[src/rtl/ump2m1_pkg.sv]
// Shared types and constants for the UMP to MIDI 1.0 event converter.
package ump2m1_pkg;

  // Packet message types
  localparam logic [3:0] MT_MIDI1 = 4'h2;
  localparam logic [3:0] MT_MIDI2 = 4'h4;
  localparam logic [3:0] MT_FLEX  = 4'hD;

  // Channel voice status codes
  localparam logic [3:0] ST_RPN      = 4'h2;
  localparam logic [3:0] ST_NRPN     = 4'h3;
  localparam logic [3:0] ST_NOTE_OFF = 4'h8;
  localparam logic [3:0] ST_NOTE_ON  = 4'h9;
  localparam logic [3:0] ST_POLY     = 4'hA;
  localparam logic [3:0] ST_CC       = 4'hB;
  localparam logic [3:0] ST_PROG     = 4'hC;
  localparam logic [3:0] ST_CPRESS   = 4'hD;
  localparam logic [3:0] ST_BEND     = 4'hE;
  localparam logic [3:0] ST_SYSTEM   = 4'hF;

  // Controller numbers
  localparam logic [7:0] CC_BANK_MSB = 8'd0;
  localparam logic [7:0] CC_BANK_LSB = 8'd32;
  localparam logic [7:0] CC_RPN_MSB  = 8'd101;
  localparam logic [7:0] CC_RPN_LSB  = 8'd100;
  localparam logic [7:0] CC_NRPN_MSB = 8'd99;
  localparam logic [7:0] CC_NRPN_LSB = 8'd98;
  localparam logic [7:0] CC_DATA_MSB = 8'd6;
  localparam logic [7:0] CC_DATA_LSB = 8'd38;

  // Flex data status
  localparam logic [7:0] FLEX_BANK_SETUP = 8'h00;
  localparam logic [7:0] FLEX_SET_TEMPO  = 8'h00;
  localparam logic [7:0] FLEX_TIME_SIG   = 8'h01;

  // Word count thresholds
  localparam logic [2:0] WC_MIDI1 = 3'd1;
  localparam logic [2:0] WC_MIDI2 = 3'd2;
  localparam logic [2:0] WC_FLEX  = 3'd4;

  // Tempo: round(x / 100) = ((x + 50) >> 2) / 25, the /25 by reciprocal
  localparam int unsigned TEMPO_W     = 26;
  localparam logic [32:0] TEMPO_ROUND = 33'd50;
  localparam logic [31:0] TEMPO_RECIP = 32'd2748779070;
  localparam int unsigned TEMPO_SHIFT = 36;
  localparam logic [TEMPO_W-1:0] TEMPO_DEFAULT = 26'd500000;

  // Job queue
  localparam int unsigned QDEPTH = 2;
  localparam int unsigned QPTR_W = 1;
  localparam int unsigned QCNT_W = 2;

  typedef enum logic [3:0] {
    EVT_NOTE_OFF  = 4'd0,
    EVT_NOTE_ON   = 4'd1,
    EVT_POLYPRESS = 4'd2,
    EVT_CC        = 4'd3,
    EVT_PROGRAM   = 4'd4,
    EVT_CHANPRESS = 4'd5,
    EVT_BEND      = 4'd6,
    EVT_TEMPO     = 4'd7,
    EVT_TIMESIG   = 4'd8
  } evt_kind_e;

  typedef struct packed {
    evt_kind_e  kind;
    logic [7:0] d1;
    logic [7:0] d2;
  } evt_t;

  // One decoded packet: up to four events sharing channel, tempo and tick
  typedef struct packed {
    logic [1:0]         last_idx;
    logic [3:0]         chan;
    logic [TEMPO_W-1:0] tempo;
    logic [31:0]        tick;
    evt_t [3:0]         ev;
  } job_t;

endpackage

[src/rtl/ump_in_if.sv]
// Packet input channel: valid/ready handshake with UMP payload.
interface ump_in_if;
  logic        valid;
  logic        ready;
  logic [2:0]  word_count;
  logic [31:0] first_word;
  logic [31:0] second_word;
  logic [31:0] event_tick;

  modport source (output valid, word_count, first_word, second_word, event_tick,
                  input ready);
  modport sink (input valid, word_count, first_word, second_word, event_tick,
                output ready);
endinterface

[src/rtl/midi_ev_if.sv]
// Event output channel: valid/ready handshake with MIDI 1.0 event payload.
interface midi_ev_if;
  logic        valid;
  logic        ready;
  logic [3:0]  event_kind;
  logic [3:0]  channel_number;
  logic [7:0]  data_first;
  logic [7:0]  data_second;
  logic [25:0] tempo_micros;
  logic [31:0] out_tick;
  logic        last_of_run;

  modport source (output valid, event_kind, channel_number, data_first, data_second,
                  tempo_micros, out_tick, last_of_run, input ready);
  modport sink (input valid, event_kind, channel_number, data_first, data_second,
                tempo_micros, out_tick, last_of_run, output ready);
  modport monitor (input valid, ready, event_kind, channel_number, data_first,
                   data_second, tempo_micros, out_tick, last_of_run);
endinterface

[src/rtl/ump2m1_front.sv]
// Front end: accepts packets, classifies them and builds event jobs.
module ump2m1_front (
  ump_in_if.sink           ump_i,
  input  logic             full_i,
  output logic             push_o,
  output ump2m1_pkg::job_t job_o
);
  import ump2m1_pkg::*;

  logic [3:0]         mt, st, ch;
  logic [7:0]         i1, i2;
  logic [31:0]        w1;
  logic [6:0]         v7, lsb7;
  logic [32:0]        tempo_sum;
  logic [30:0]        tempo_quarter;
  logic [62:0]        tempo_prod;
  logic [TEMPO_W-1:0] tempo_us;
  logic               has_evt;
  job_t               job;

  assign mt   = ump_i.first_word[31:28];
  assign st   = ump_i.first_word[23:20];
  assign ch   = ump_i.first_word[19:16];
  assign i1   = ump_i.first_word[15:8];
  assign i2   = ump_i.first_word[7:0];
  assign w1   = ump_i.second_word;
  assign v7   = w1[31:25];
  assign lsb7 = w1[24:18];

  // Rounded 10 ns to microsecond conversion
  assign tempo_sum     = {1'b0, w1} + TEMPO_ROUND;
  assign tempo_quarter = tempo_sum[32:2];
  assign tempo_prod    = tempo_quarter * TEMPO_RECIP;
  assign tempo_us      = (w1 == '0) ? TEMPO_DEFAULT
                                    : tempo_prod[TEMPO_SHIFT +: TEMPO_W];

  always_comb begin
    job      = '0;
    has_evt  = 1'b0;
    job.tick = ump_i.event_tick;
    job.chan = ch;
    if (ump_i.word_count >= WC_MIDI1) begin
      unique case (mt)
        MT_MIDI1: begin
          if (st[3] && st != ST_SYSTEM) begin
            has_evt      = 1'b1;
            job.ev[0].kind = evt_kind_e'({1'b0, st[2:0]});
            job.ev[0].d1 = {1'b0, i1[6:0]};
            job.ev[0].d2 = {1'b0, i2[6:0]};
            if (st == ST_NOTE_ON && i2[6:0] == '0) job.ev[0].kind = EVT_NOTE_OFF;
          end
        end
        MT_MIDI2: begin
          if (ump_i.word_count >= WC_MIDI2) begin
            has_evt = 1'b1;
            unique case (st)
              ST_NOTE_OFF, ST_NOTE_ON: begin
                job.ev[0].kind = (st == ST_NOTE_ON && v7 != '0) ? EVT_NOTE_ON
                                                                : EVT_NOTE_OFF;
                job.ev[0].d1 = i1;
                job.ev[0].d2 = {1'b0, v7};
              end
              ST_POLY: begin
                job.ev[0] = '{kind: EVT_POLYPRESS, d1: i1, d2: {1'b0, v7}};
              end
              ST_CC: begin
                job.ev[0] = '{kind: EVT_CC, d1: i1, d2: {1'b0, v7}};
              end
              ST_PROG: begin
                if (i2[0]) begin
                  job.ev[0]    = '{kind: EVT_CC, d1: CC_BANK_MSB, d2: w1[15:8]};
                  job.ev[1]    = '{kind: EVT_CC, d1: CC_BANK_LSB, d2: w1[7:0]};
                  job.ev[2]    = '{kind: EVT_PROGRAM, d1: w1[31:24], d2: 8'd0};
                  job.last_idx = 2'd2;
                end else begin
                  job.ev[0] = '{kind: EVT_PROGRAM, d1: w1[31:24], d2: 8'd0};
                end
              end
              ST_CPRESS: begin
                job.ev[0] = '{kind: EVT_CHANPRESS, d1: {1'b0, v7}, d2: 8'd0};
              end
              ST_BEND: begin
                job.ev[0] = '{kind: EVT_BEND, d1: {1'b0, lsb7}, d2: {1'b0, v7}};
              end
              ST_RPN, ST_NRPN: begin
                job.ev[0] = '{kind: EVT_CC,
                              d1: (st == ST_RPN) ? CC_RPN_MSB : CC_NRPN_MSB, d2: i1};
                job.ev[1] = '{kind: EVT_CC,
                              d1: (st == ST_RPN) ? CC_RPN_LSB : CC_NRPN_LSB, d2: i2};
                job.ev[2] = '{kind: EVT_CC, d1: CC_DATA_MSB, d2: {1'b0, v7}};
                job.ev[3] = '{kind: EVT_CC, d1: CC_DATA_LSB, d2: {1'b0, lsb7}};
                job.last_idx = 2'd3;
              end
              default: has_evt = 1'b0;
            endcase
          end
        end
        MT_FLEX: begin
          job.chan = '0;
          if (ump_i.word_count >= WC_FLEX && i1 == FLEX_BANK_SETUP) begin
            if (i2 == FLEX_SET_TEMPO) begin
              has_evt        = 1'b1;
              job.ev[0].kind = EVT_TEMPO;
              job.tempo      = tempo_us;
            end else if (i2 == FLEX_TIME_SIG) begin
              has_evt        = 1'b1;
              job.ev[0].kind = EVT_TIMESIG;
            end
          end
        end
        default: has_evt = 1'b0;
      endcase
    end
  end

  assign ump_i.ready = !full_i;
  assign push_o      = ump_i.valid && !full_i && has_evt;
  assign job_o       = job;

endmodule

[src/rtl/ump2m1_queue.sv]
// Short job queue between front end and event sequencer.
module ump2m1_queue (
  input  logic             clk_i,
  input  logic             rst_ni,
  input  logic             push_i,
  input  ump2m1_pkg::job_t push_data_i,
  input  logic             pop_i,
  output logic             full_o,
  output logic             empty_o,
  output ump2m1_pkg::job_t head_o
);
  import ump2m1_pkg::*;

  job_t              mem_q [QDEPTH];
  logic [QPTR_W-1:0] wr_ptr_q, wr_ptr_d, rd_ptr_q, rd_ptr_d;
  logic [QCNT_W-1:0] cnt_q, cnt_d;

  assign full_o  = (cnt_q == QCNT_W'(QDEPTH));
  assign empty_o = (cnt_q == '0);
  assign head_o  = mem_q[rd_ptr_q];

  always_comb begin
    wr_ptr_d = push_i ? wr_ptr_q + 1'b1 : wr_ptr_q;
    rd_ptr_d = pop_i  ? rd_ptr_q + 1'b1 : rd_ptr_q;
    cnt_d    = cnt_q + QCNT_W'(push_i) - QCNT_W'(pop_i);
  end

  always_ff @(posedge clk_i or negedge rst_ni) begin
    if (!rst_ni) begin
      wr_ptr_q <= '0;
      rd_ptr_q <= '0;
      cnt_q    <= '0;
    end else begin
      wr_ptr_q <= wr_ptr_d;
      rd_ptr_q <= rd_ptr_d;
      cnt_q    <= cnt_d;
    end
  end

  always_ff @(posedge clk_i) begin
    if (push_i) mem_q[wr_ptr_q] <= push_data_i;
  end

endmodule

[src/rtl/ump2m1_back.sv]
// Back end: steps through the events of each job into the output register.
module ump2m1_back (
  input  logic             clk_i,
  input  logic             rst_ni,
  input  logic             empty_i,
  input  ump2m1_pkg::job_t head_i,
  output logic             pop_o,
  midi_ev_if.source        evt_o
);
  import ump2m1_pkg::*;

  logic [1:0]         idx_q, idx_d;
  logic               valid_q, valid_d;
  logic               load, last;
  evt_t               cur;
  logic [3:0]         kind_q;
  logic [3:0]         chan_q;
  logic [7:0]         d1_q, d2_q;
  logic [TEMPO_W-1:0] tempo_q;
  logic [31:0]        tick_q;
  logic               last_q;

  assign cur  = head_i.ev[idx_q];
  assign last = (idx_q == head_i.last_idx);
  // Refill the output register whenever it is empty or being drained
  assign load  = !empty_i && (!valid_q || evt_o.ready);
  assign pop_o = load && last;

  always_comb begin
    idx_d   = idx_q;
    if (load) idx_d = last ? 2'd0 : idx_q + 2'd1;
    valid_d = load || (valid_q && !evt_o.ready);
  end

  always_ff @(posedge clk_i or negedge rst_ni) begin
    if (!rst_ni) begin
      idx_q   <= '0;
      valid_q <= 1'b0;
    end else begin
      idx_q   <= idx_d;
      valid_q <= valid_d;
    end
  end

  always_ff @(posedge clk_i) begin
    if (load) begin
      kind_q  <= cur.kind;
      chan_q  <= head_i.chan;
      d1_q    <= cur.d1;
      d2_q    <= cur.d2;
      tempo_q <= head_i.tempo;
      tick_q  <= head_i.tick;
      last_q  <= last;
    end
  end

  assign evt_o.valid          = valid_q;
  assign evt_o.event_kind     = kind_q;
  assign evt_o.channel_number = chan_q;
  assign evt_o.data_first     = d1_q;
  assign evt_o.data_second    = d2_q;
  assign evt_o.tempo_micros   = tempo_q;
  assign evt_o.out_tick       = tick_q;
  assign evt_o.last_of_run    = last_q;

endmodule

[src/rtl/ump_to_midi1_event_converter.sv]
// Top level of the UMP to MIDI 1.0 event converter.
// Accepts one Universal MIDI Packet per cycle while its two-entry job queue
// has room, and delivers one MIDI 1.0 event per cycle while the sink is
// ready; a packet that expands to k events (k = 0..4) sends them out one after
// another, and the output port is what sets the sustained rate. The first
// event of a packet passes through the job queue and the output register
// before it is presented, and waits while earlier events hold the output.
// Packets with no events are consumed and leave nothing behind. Set-tempo
// values are rounded to microseconds with one constant-reciprocal multiply
// in the front end, and every event carries its packet's timestamp;
// last_of_run marks the final event of each packet. Reset empties the queue
// and the output stage.
module ump_to_midi1_event_converter (
  input  logic      clk_i,
  input  logic      rst_ni,
  ump_in_if.sink    ump_i,
  midi_ev_if.source evt_o
);
  import ump2m1_pkg::*;

  logic push, pop, full, empty;
  job_t push_job, head_job;

  ump2m1_front u_front (
    .ump_i  (ump_i),
    .full_i (full),
    .push_o (push),
    .job_o  (push_job)
  );

  ump2m1_queue u_queue (
    .clk_i       (clk_i),
    .rst_ni      (rst_ni),
    .push_i      (push),
    .push_data_i (push_job),
    .pop_i       (pop),
    .full_o      (full),
    .empty_o     (empty),
    .head_o      (head_job)
  );

  ump2m1_back u_back (
    .clk_i   (clk_i),
    .rst_ni  (rst_ni),
    .empty_i (empty),
    .head_i  (head_job),
    .pop_o   (pop),
    .evt_o   (evt_o)
  );

endmodule

[src/flat_wrapper.sv]
// flat-port wrapper written by rule: the top's interface ports become plain ports
module ump_to_midi1_event_converter_flat import ump2m1_pkg::*;
  (clk_i, rst_ni, ump_i_valid, ump_i_word_count, ump_i_first_word, ump_i_second_word, ump_i_event_tick, ump_i_ready, evt_o_valid, evt_o_event_kind, evt_o_channel_number, evt_o_data_first, evt_o_data_second, evt_o_tempo_micros, evt_o_out_tick, evt_o_last_of_run, evt_o_ready);
  ump_in_if ump_i_i ();
  midi_ev_if evt_o_i ();
  input  logic clk_i;
  input  logic rst_ni;
  input wire logic [$bits(ump_i_i.valid)-1:0] ump_i_valid;
  input wire logic [$bits(ump_i_i.word_count)-1:0] ump_i_word_count;
  input wire logic [$bits(ump_i_i.first_word)-1:0] ump_i_first_word;
  input wire logic [$bits(ump_i_i.second_word)-1:0] ump_i_second_word;
  input wire logic [$bits(ump_i_i.event_tick)-1:0] ump_i_event_tick;
  output wire logic [$bits(ump_i_i.ready)-1:0] ump_i_ready;
  output wire logic [$bits(evt_o_i.valid)-1:0] evt_o_valid;
  output wire logic [$bits(evt_o_i.event_kind)-1:0] evt_o_event_kind;
  output wire logic [$bits(evt_o_i.channel_number)-1:0] evt_o_channel_number;
  output wire logic [$bits(evt_o_i.data_first)-1:0] evt_o_data_first;
  output wire logic [$bits(evt_o_i.data_second)-1:0] evt_o_data_second;
  output wire logic [$bits(evt_o_i.tempo_micros)-1:0] evt_o_tempo_micros;
  output wire logic [$bits(evt_o_i.out_tick)-1:0] evt_o_out_tick;
  output wire logic [$bits(evt_o_i.last_of_run)-1:0] evt_o_last_of_run;
  input wire logic [$bits(evt_o_i.ready)-1:0] evt_o_ready;
  assign ump_i_i.valid = ump_i_valid;
  assign ump_i_i.word_count = ump_i_word_count;
  assign ump_i_i.first_word = ump_i_first_word;
  assign ump_i_i.second_word = ump_i_second_word;
  assign ump_i_i.event_tick = ump_i_event_tick;
  assign ump_i_ready = ump_i_i.ready;
  assign evt_o_valid = evt_o_i.valid;
  assign evt_o_event_kind = evt_o_i.event_kind;
  assign evt_o_channel_number = evt_o_i.channel_number;
  assign evt_o_data_first = evt_o_i.data_first;
  assign evt_o_data_second = evt_o_i.data_second;
  assign evt_o_tempo_micros = evt_o_i.tempo_micros;
  assign evt_o_out_tick = evt_o_i.out_tick;
  assign evt_o_last_of_run = evt_o_i.last_of_run;
  assign evt_o_i.ready = evt_o_ready;
  ump_to_midi1_event_converter u_core (.clk_i(clk_i), .rst_ni(rst_ni), .ump_i(ump_i_i), .evt_o(evt_o_i));
endmodule
[config.mk]
export PLATFORM = sky130hd
export DESIGN_NAME = ump_to_midi1_event_converter_flat
export DESIGN_NICKNAME = d
export VERILOG_FILES = /design/src/rtl/ump2m1_pkg.sv /design/src/rtl/ump_in_if.sv /design/src/rtl/midi_ev_if.sv /design/src/rtl/ump2m1_front.sv /design/src/rtl/ump2m1_queue.sv /design/src/rtl/ump2m1_back.sv /design/src/rtl/ump_to_midi1_event_converter.sv /design/src/flat_wrapper.sv
export SDC_FILE = /design/constraint.sdc
export NUM_CORES = 1
export LEC_CHECK = 0
export ABC_CLOCK_PERIOD_IN_PS = 13700
export BUFFER_PORTS_ARGS = -buffer_cell sky130_fd_sc_hd__buf_2
export CAP_MARGIN = 20
export CORE_UTILIZATION = 30
export DETAILED_ROUTE_END_ITERATION = 10
export PLACE_DENSITY_LB_ADDON = 0.1
export SLEW_MARGIN = 40
export SYNTH_ARGS = -nofsm -noshare
export SYNTH_HDL_FRONTEND = slang
export SYNTH_SLANG_ARGS = --single-unit
[constraint.sdc]
create_clock -name clk_i -period 13.7 [get_ports clk_i]
set_input_delay 0.685 -clock clk_i [delete_from_list [all_inputs] [get_ports clk_i]]
set_output_delay 0.685 -clock clk_i [all_outputs]
set_load 0.005 [all_outputs]
Word-level counts from Yosys, hierarchy flattened --
Memories as Yosys holds them, arrays and structs flattened. Cells that the tools add are included.
Storage, ports and cells: flip-flop bits (word level) 90, RAM bits 288, input bits 103, output and inout bits 85, logic and storage cells 104, memories 1
Operators by class: $add $sub $neg 6, multiply operators 1, order comparisons 4, eq/ne operators 16, mux-type cells 40, reductions and logical operators 24
Memory list:
- u_core.u_queue.mem_q | words 2, bits a word 144, rd ports 1, clocked after Yosys merged registers in 0, wr ports 1, line ump2m1_queue.sv:14 | job_t mem_q [QDEPTH];
Operator list (number):
- $mux 80 | 2
- $pmux 20 s7 | 1
- $pmux 40 s2 | 1
- $mux 26 | 3
- $mul 31x31->61 const B | 1
- $mux 60 | 1
- $bmux 20 s2 | 1
- $mux 39 | 1
- $mux 19 | 2
- $add 32x6->33 const B | 1
- $eq 4x4->1 const B | 8
- $logic_not 32->1 | 1
- $mux 32 | 1
- $pmux 16 s2 | 1
- $mux 30 | 1
- $mux 20 | 1
- $mux 18 | 1
- $logic_not 8->1 | 2
- $eq 4x2->1 const B | 3
- $mux 4 | 3
- $pmux 4 s3 | 1
- $mux 1 | 10
- $logic_and 1x1->1 | 9
- $mux 3 | 3
- 23 further kinds | 32

Depth between registers and ports, before layout --
Gate-level depths: netlist of run 1.
word-level depth 9, gate-level depth with buffers 34, mapped depth without buffers 33

By module --
From an unflattened synthesis of run 1, not the netlist that was laid out.
Second synthesis, totals: cells, all modules 2752, area total of the unflattened synthesis 32809.0 um^2
Modules (own cells, without submodules):
- ump2m1_front | times used 1, cells an instance 2161, area each 18831.8 um^2, sequential area each 0.0 um^2
- ump2m1_queue | times used 1, cells an instance 463, area each 10777.8 um^2, sequential area each 8748.4 um^2
- ump2m1_back | times used 1, cells an instance 128, area each 3199.3 um^2, sequential area each 2567.5 um^2

Worst setup path before layout of run 1 --
No wires, ideal clock.
kind input-to-reg, start point in ump_i_second_word[6], end point mem u_core.u_queue.mem_q[0][132] in the netlist's numbering (data pin), arrival time 8444 ps, data required time 13432 ps, setup slack 4988 ps, cell stages on the path 32, buffers on the path 1, cells stage by stage buf_2 -> and3_1 -> nand3_1 -> nor2b_1 -> nand3_1 -> nor2_1 -> and3_1 -> xor2_1 -> inv_1 -> fa_1 -> inv_1 -> fa_1 -> inv_1 -> fa_1 -> inv_1 -> fa_1 -> fa_1 -> fa_1 -> inv_1 -> fa_1 -> inv_1 -> ha_1 -> nand4_1 -> a2111oi_2 -> nand4_1 -> o32ai_2 -> nor2_2 -> a2111oi_2 -> nor3_1 -> o21bai_2 -> xnor2_1 -> nor2_2
RTL lines:
- start: declaration | line flat_wrapper.sv:11 | input wire logic [$bits(ump_i_i.second_word)-1:0] ump_i_second_word;
- end: declaration | line ump2m1_queue.sv:14

==> flow_summary.json, run 1 <==
{
  "setup-violations-final": 0,
  "ys_types": 76,
  "maxSlewHeadroom": 0.400,
  "cp.required_ns": 14.02,
  "critical_path_class": "in2reg",
  "crit_fanout": 7,
  "final_util": 0.341,
  "cts_root_buffer": "clkbuf_16",
  "drv_cap": 0,
  "gp_congestion": 0.890,
  "cp.arrival_ns": 10.14,
  "cts_tree": "built",
  "path_clk_slew_ns": 0.07,
  "netlist_top_cells_area": "edfxtp_1 32%, fa_1 24%, ha_1 15%",
  "synthCells": 2617,
  "track_usage": 0.178,
  "cts.sinks": 324,
  "critPathLaunchType": "input pin",
  "cts_buffers": 30,
  "yosysTopAreaCellShare": 0.318,
  "first_pass_iters": 6,
  "synth_fp_nets": 3437,
  "portBuffers": 183,
  "syn2layout_area_growth_pct": 12.2,
  "ys_warn_count": 0,
  "grt_pass1_wl_mm": 134,
  "cts_buffer_depth": 3,
  "worst_setup_path_end_kind": "flip-flop",
  "grt_max_degree": 55,
  "met3_usage": 0.0220,
  "syn-cell-area_um2": 30000,
  "wl_mm": 89.9,
  "fmax_mhz": 102,
  "cts_setup_buffers": 0,
  "initial_core_util": 0.303,
  "tns_ns": 0,
  "rsz0062_at_grt": "no",
  "synthFlopType": "edfxtp_1",
  "ios": 188,
  "grt_overflow": 0,
  "vias_per_cell": 4.65,
  "hpwl_mm": 75.8,
  "vias": 19199,
  "grtUsageMet1": 0.239,
  "ys_seq_area_frac": 0.324,
  "grt_use_met2": 0.304,
  "die_area_um2": 101000,
  "worst_slack_ns": 3.88,
  "rows": 115,
  "nNetsFinal": 3635,
  "htreeDepth": 1,
  "coreArea_um2": 98700,
  "fin_crit_ns": 9.82,
  "maxSlewViolCount": 0,
  "top_usage_layer": "met2",
  "status": "finished, final reports clean",
  "clock_skew_ns": 0.0129,
  "cp_slowest_stage_delay_ns": 0.64,
  "tightest_slew_ns": 0.899,
  "cpMaxStageDelayCell": "nor4b_2",
  "place_ws_ns": 3.16,
  "ant_nets": 0,
  "drive_above_1_share": 0.144,
  "insertion_delay_ns": 0.57,
  "fillers": 9960,
  "die_w_um": 318,
  "grt_pass1_vias": 21056,
  "hold_viol": 0,
  "yosys.area.top_type": "edfxtp_1",
  "first_iter_violations": 929,
  "async_reset_ff_frac": 0.0216,
  "holdCritPathClass": "in2reg",
  "ys_seq_elements": 324,
  "syn_area_per_cell_um2": 11.4,
  "antenna_found_initial": 6,
  "dieHeight_um": 318,
  "period_share": 0.716,
  "wl_per_cell_um": 21.8,
  "synth_edf_count": 317,
  "drc": 0
}
critical path: cells and delay by family:
| kind | cells | cell delay, ns |
|---|---|---|
| adders and majority gates | 9 | 3.98 |
| AOI/OAI and AO/OA | 7 | 1.89 |
| and+or+nand+nor | 6 | 1.55 |
| xor gates and xnor gates | 3 | 1.10 |
| buffers and inverters | 8 | 0.94 |
cells by family after synthesis:
group / synth area share
buffers and inverters: 0.0934
adder cells (fa/ha/maj): 0.388
AND/OR/NAND/NOR: 0.0625
flip-flops: 0.324
AO/OA/AOI/OAI: 0.0578
multiplexers: 0.0460
XOR/XNOR: 0.0289
metal layers:
layer,part of all wire,vias up
li1,-,8945
met1,0.45,9721
met2,0.49,437
met3,0.044,92
met4,0.023,4
met5,0.00029,-
cell usage after synthesis, drive strengths merged (9+ instances only):
master,instances
mux4,23
inv,684
edfxtp,317
ha,365
mux2,71
xnor2,65
a21o,24
nand4,16
nor4,15
and2,9
a22oi,11
a211oi,11
o31ai,10
nor2,113
fa,352
and3,33
or2,17
nand2,85
o21ai,52
nor3,24
xor2,32
nand2b,10
nor2b,21
buf,11
a21oi,76
nand3,19
o21bai,15
clkbuf,43
state kept, by name, summed over array words and instances (netlist names):
signal                              cells
u_core.u_queue.wr_ptr_q                 1
u_core.u_back.evt_o.channel_number      4
u_core.u_queue.rd_ptr_q                 1
u_core.u_back.evt_o.tempo_micros       26
u_core.u_back.evt_o.last_of_run         1
u_core.u_back.evt_o.data_first          8
u_core.u_back.idx_q                     2
u_core.u_queue.mem_q                  234
u_core.u_back.evt_o.valid               1
u_core.u_back.evt_o.out_tick           32
u_core.u_back.evt_o.data_second         8
u_core.u_back.evt_o.event_kind          4
u_core.u_queue.cnt_q                    2
metrics by stage:
stage | area (um2) | hold slack [ns] | std cells
after floorplan | 30000 | 0.389 | 2617
after CTS | 33600 | 0.265 | 4124
after detailed placement | 32700 | 0.504 | 4068
final | 33600 | 0.301 | 4127
after global placement | 32600 | 0.500 | 4064
after global routing | 33600 | 0.270 | 4126
cell usage in the layout (no fill, tap or decap), drive strengths merged, types with 52 or more instances in the layout:
cell / count
mux2: 71
nor2: 113
a21oi: 76
edfxtp: 317
buf: 218
ha: 365
o21ai: 52
fa: 352
nand2: 85
inv: 684
xnor2: 65
area by class of cell:
cell class / instances / area [um2] / share of cell area
multi-input combinational: 1549 / 17600 / 0.523
tap: 1287 / 1610 / 0.0479
antenna: 2 / 5.00 / 0.000149
clock buffer: 38 / 781 / 0.0232
clock inverter: 17 / 118 / 0.00350
inverter: 690 / 2590 / 0.0771
sequential: 324 / 9700 / 0.288
timing repair buffer: 220 / 1240 / 0.0368
path summary, 6_finish.rpt:
kind | from | end | slack (ns) | cells after the start
max | ump_i_second_word[1] | u_core.u_queue.mem_q[1][135] | 3.88 | 33
min | ump_i_event_tick[29] | u_core.u_queue.mem_q[1][109] | 0.30 | 1
max reg2reg | u_core.u_queue.cnt_q[0] | u_core.u_queue.mem_q[1][94] | 10.35 | 8
min reg2reg | u_core.u_queue.cnt_q[1] | u_core.u_queue.cnt_q[1] | 0.52 | 1
max in group asynchronous | rst_ni | u_core.u_queue.rd_ptr_q | 13.03 | 2
min in group asynchronous | rst_ni | u_core.u_back.evt_o.valid | 0.49 | 2
timing repair:
action	in CTS	in global routing
hold buffers	1	0
resized for setup	0	0
endpoints found under the hold margin	7	0
Power of run 1 is not shown: default switching activity piles up to over one toggle a cycle in this logic, so the estimate is an artifact.
==> inputs of run 2 (changes only) <==
--- a/config.mk
+++ b/config.mk
@@ -5,7 +5,8 @@
 export SDC_FILE = /design/constraint.sdc
 export NUM_CORES = 1
 export LEC_CHECK = 0
-export ABC_CLOCK_PERIOD_IN_PS = 13700
+export ABC_AREA = 1
+export ABC_CLOCK_PERIOD_IN_PS = 10000
 export BUFFER_PORTS_ARGS = -buffer_cell sky130_fd_sc_hd__buf_2
 export CAP_MARGIN = 20
 export CORE_UTILIZATION = 30
==> constraint.sdc (replaced) <==
create_clock -name clk_i -period 10 [get_ports clk_i]
set_input_delay 0.5 -clock clk_i [delete_from_list [all_inputs] [get_ports clk_i]]
set_output_delay 0.5 -clock clk_i [all_outputs]
set_load 0.005 [all_outputs]
==> flow_summary.json, run 2 <==
{
  "wl_per_cell_um": 20.7,
  "ys_seq_area_frac": 0.299,
  "track_usage": 0.204,
  "synth_most_common_cell": "inv_1",
  "synthCells": 3643,
  "cp.arrival_ns": 8.76,
  "drc": 0,
  "cts_resized": 0,
  "syn2layout_area_growth_pct": 11.8,
  "drv_cap": 0,
  "cp_slowest_stage_delay_ns": 0.54,
  "cpMaxStageDelayCell": "fa_1",
  "clock_skew_ns": 0.0120,
  "cts_root_buffer": "clkbuf_16",
  "insertion_delay_ns": 0.59,
  "dieHeight_um": 331,
  "path_clk_slew_ns": 0.06,
  "hold_viol": 0,
  "r2r_slack_ns": 6.96,
  "fmax_mhz": 120,
  "async_reset_ff_frac": 0.0216,
  "worstHoldEndpoint": "u_core.u_queue.mem_q[1][107]",
  "htreeDepth": 1,
  "synthTopCellsByCount": "967 x inv_1, 731 x nand2_1, 365 x ha_1, 352 x fa_1, 320 x nor2_1",
  "first_iter_violations": 1540,
  "crit_fanout": 7,
  "syn_area_per_cell_um2": 8.90,
  "gp_congestion": 0.917,
  "coreArea_um2": 107000,
  "cp.required_ns": 10.39,
  "netlist_top_cells_area": "edfxtp_1 29%, fa_1 22%, ha_1 14%",
  "grt_pass1_vias": 24696,
  "worst_setup_path_end_kind": "flip-flop",
  "cts_buffers": 31,
  "vias": 23658,
  "most-common-layout-cells": "964 x inv_1, 731 x nand2_1, 364 x ha_1",
  "setup-violations-final": 0,
  "cts_buffer_depth": 3,
  "maxSlewHeadroom": 0.494,
  "cts_tree": "built",
  "synth_fp_nets": 4463,
  "reg2reg_from": "u_core.u_queue.rd_ptr_q",
  "hpwl_mm": 93.0,
  "fin_crit_ns": 8.37,
  "largest_register_ffs": 234,
  "period_share": 0.837,
  "ys_warn_count": 0,
  "reg2reg_to": "u_core.u_queue.cnt_q[1]",
  "vias_per_cell": 4.49,
  "nNetsFinal": 4658,
  "worstHoldStart": "ump_i_event_tick[27]",
  "die_w_um": 331,
  "critPathLaunchType": "input pin",
  "ant_nets": 0,
  "cts.sinks": 324,
  "synthFlopType": "edfxtp_1",
  "first_pass_iters": 7,
  "initial_core_util": 0.303,
  "status": "finished, final reports clean",
  "tns_ns": 0,
  "final_util": 0.339,
  "yosysTopAreaCellShare": 0.294,
  "tightest_slew_ns": 0.759,
  "ys_seq_elements": 324,
  "syn-cell-area_um2": 32400,
  "ios": 188,
  "final_common_cell": "inv_1",
  "hold_buffers": 1,
  "critical_path_class": "in2reg",
  "crit_top_cell": "inv_1",
  "top_register": "u_core.u_queue.mem_q",
  "rsz0062_at_grt": "no",
  "grt_pass1_wl_mm": 162,
  "holdCritPathClass": "in2reg",
  "drive_above_1_share": 0.0878,
  "yosys.area.top_type": "edfxtp_1",
  "maxSlewViolCount": 0,
  "die_area_um2": 109000,
  "grt_overflow": 0,
  "hold_depth": 1,
  "portBuffers": 183,
  "wl_mm": 109,
  "synth_edf_count": 317,
  "cts_setup_buffers": 0,
  "reg2reg_depth": 11,
  "antenna_found_initial": 2,
  "ys_types": 54,
  "grt_max_degree": 61,
  "rows": 120
}
run 2: changes by cell type in the layout (fill, tap and decap cells not counted), sizes merged, moves of 19 or more:
cell   previous run  this run
nand2            85       747
nor3             24        43
nor2            113       340
mux4             23         0
o21ai            52       112
nor2b            21         0
and3             33         0
xnor2            65         8
o22ai             5        24
inv             684       986
nand3            19        78
mux2             71         0
a21o             24         3
run 2: cell type report:
cell class | count | area, um2
multi-input combinational | 2287 | 18900
antenna | 4 | 10.0
clock inverter | 16 | 229
sequential | 324 | 9700
tap | 1403 | 1760
timing repair buffer | 205 | 1110
inverter | 989 | 3730
clock buffer | 42 | 857
fill | 11233 | 70800
run 2: worst max-delay path by stage:
stage | startpoint | to | slack [ns] | depth (start not counted)
floorplan | ump_i_second_word[1] | u_core.u_queue.mem_q[0][130] | 2.54 | 36
global placement | ump_i_second_word[1] | u_core.u_queue.mem_q[0][124] | 1.00 | 35
detailed placement | ump_i_second_word[1] | u_core.u_queue.mem_q[0][124] | 1.0 | 35
CTS | ump_i_second_word[1] | u_core.u_queue.mem_q[0][124] | 1.62 | 35
global route | ump_i_second_word[19] | u_core.u_queue.mem_q[0][124] | 1.08 | 32
finish | ump_i_second_word[1] | u_core.u_queue.mem_q[0][124] | 1.63 | 35
run 2: worst max-delay path: cells and delay by family:
family | cells | cell delay [ns]
adders and majority gates | 10 | 4.06
and+or+nand+nor | 15 | 2.47
buffers and inverters | 8 | 1.12
xor gates and xnor gates | 1 | 0.47
AOI/OAI and AO/OA | 1 | 0.11
run 2: cell families after synthesis:
group,count (synthesis),synth area share
AOI/OAI and AO/OA,265,0.0462
adders and majority gates,717,0.358
xor gates and xnor gates,49,0.0157
and+or+nand+nor,1255,0.161
DFF,324,0.299
muxes,1,0.000309
buffers and inverters,1032,0.120
run 2: routing by layer:
metal  vias to the layer above  GRT usage  wire, um
met4                         2     0.0503      2720
met2                       514      0.347     52000
li1                      11573          -         -
met5                         -          0        12
met1                     11475      0.276     49600
met3                        94     0.0208      4840
run 2: stage by stage:
step	instances	hold slack (ns)	setup slack (ns)	cell area, um2
3_5_place_dp	5207	0.353	0.998	35100
6_report	5270	0.0994	1.63	36300
4_1_cts	5266	0.0610	1.62	36200
2_1_floorplan	3643	0.204	2.54	32400
5_1_grt	5267	0.0675	1.08	36200
3_3_place_gp	5206	0.355	1.00	35100
Power of run 2 is left out for the same reason.
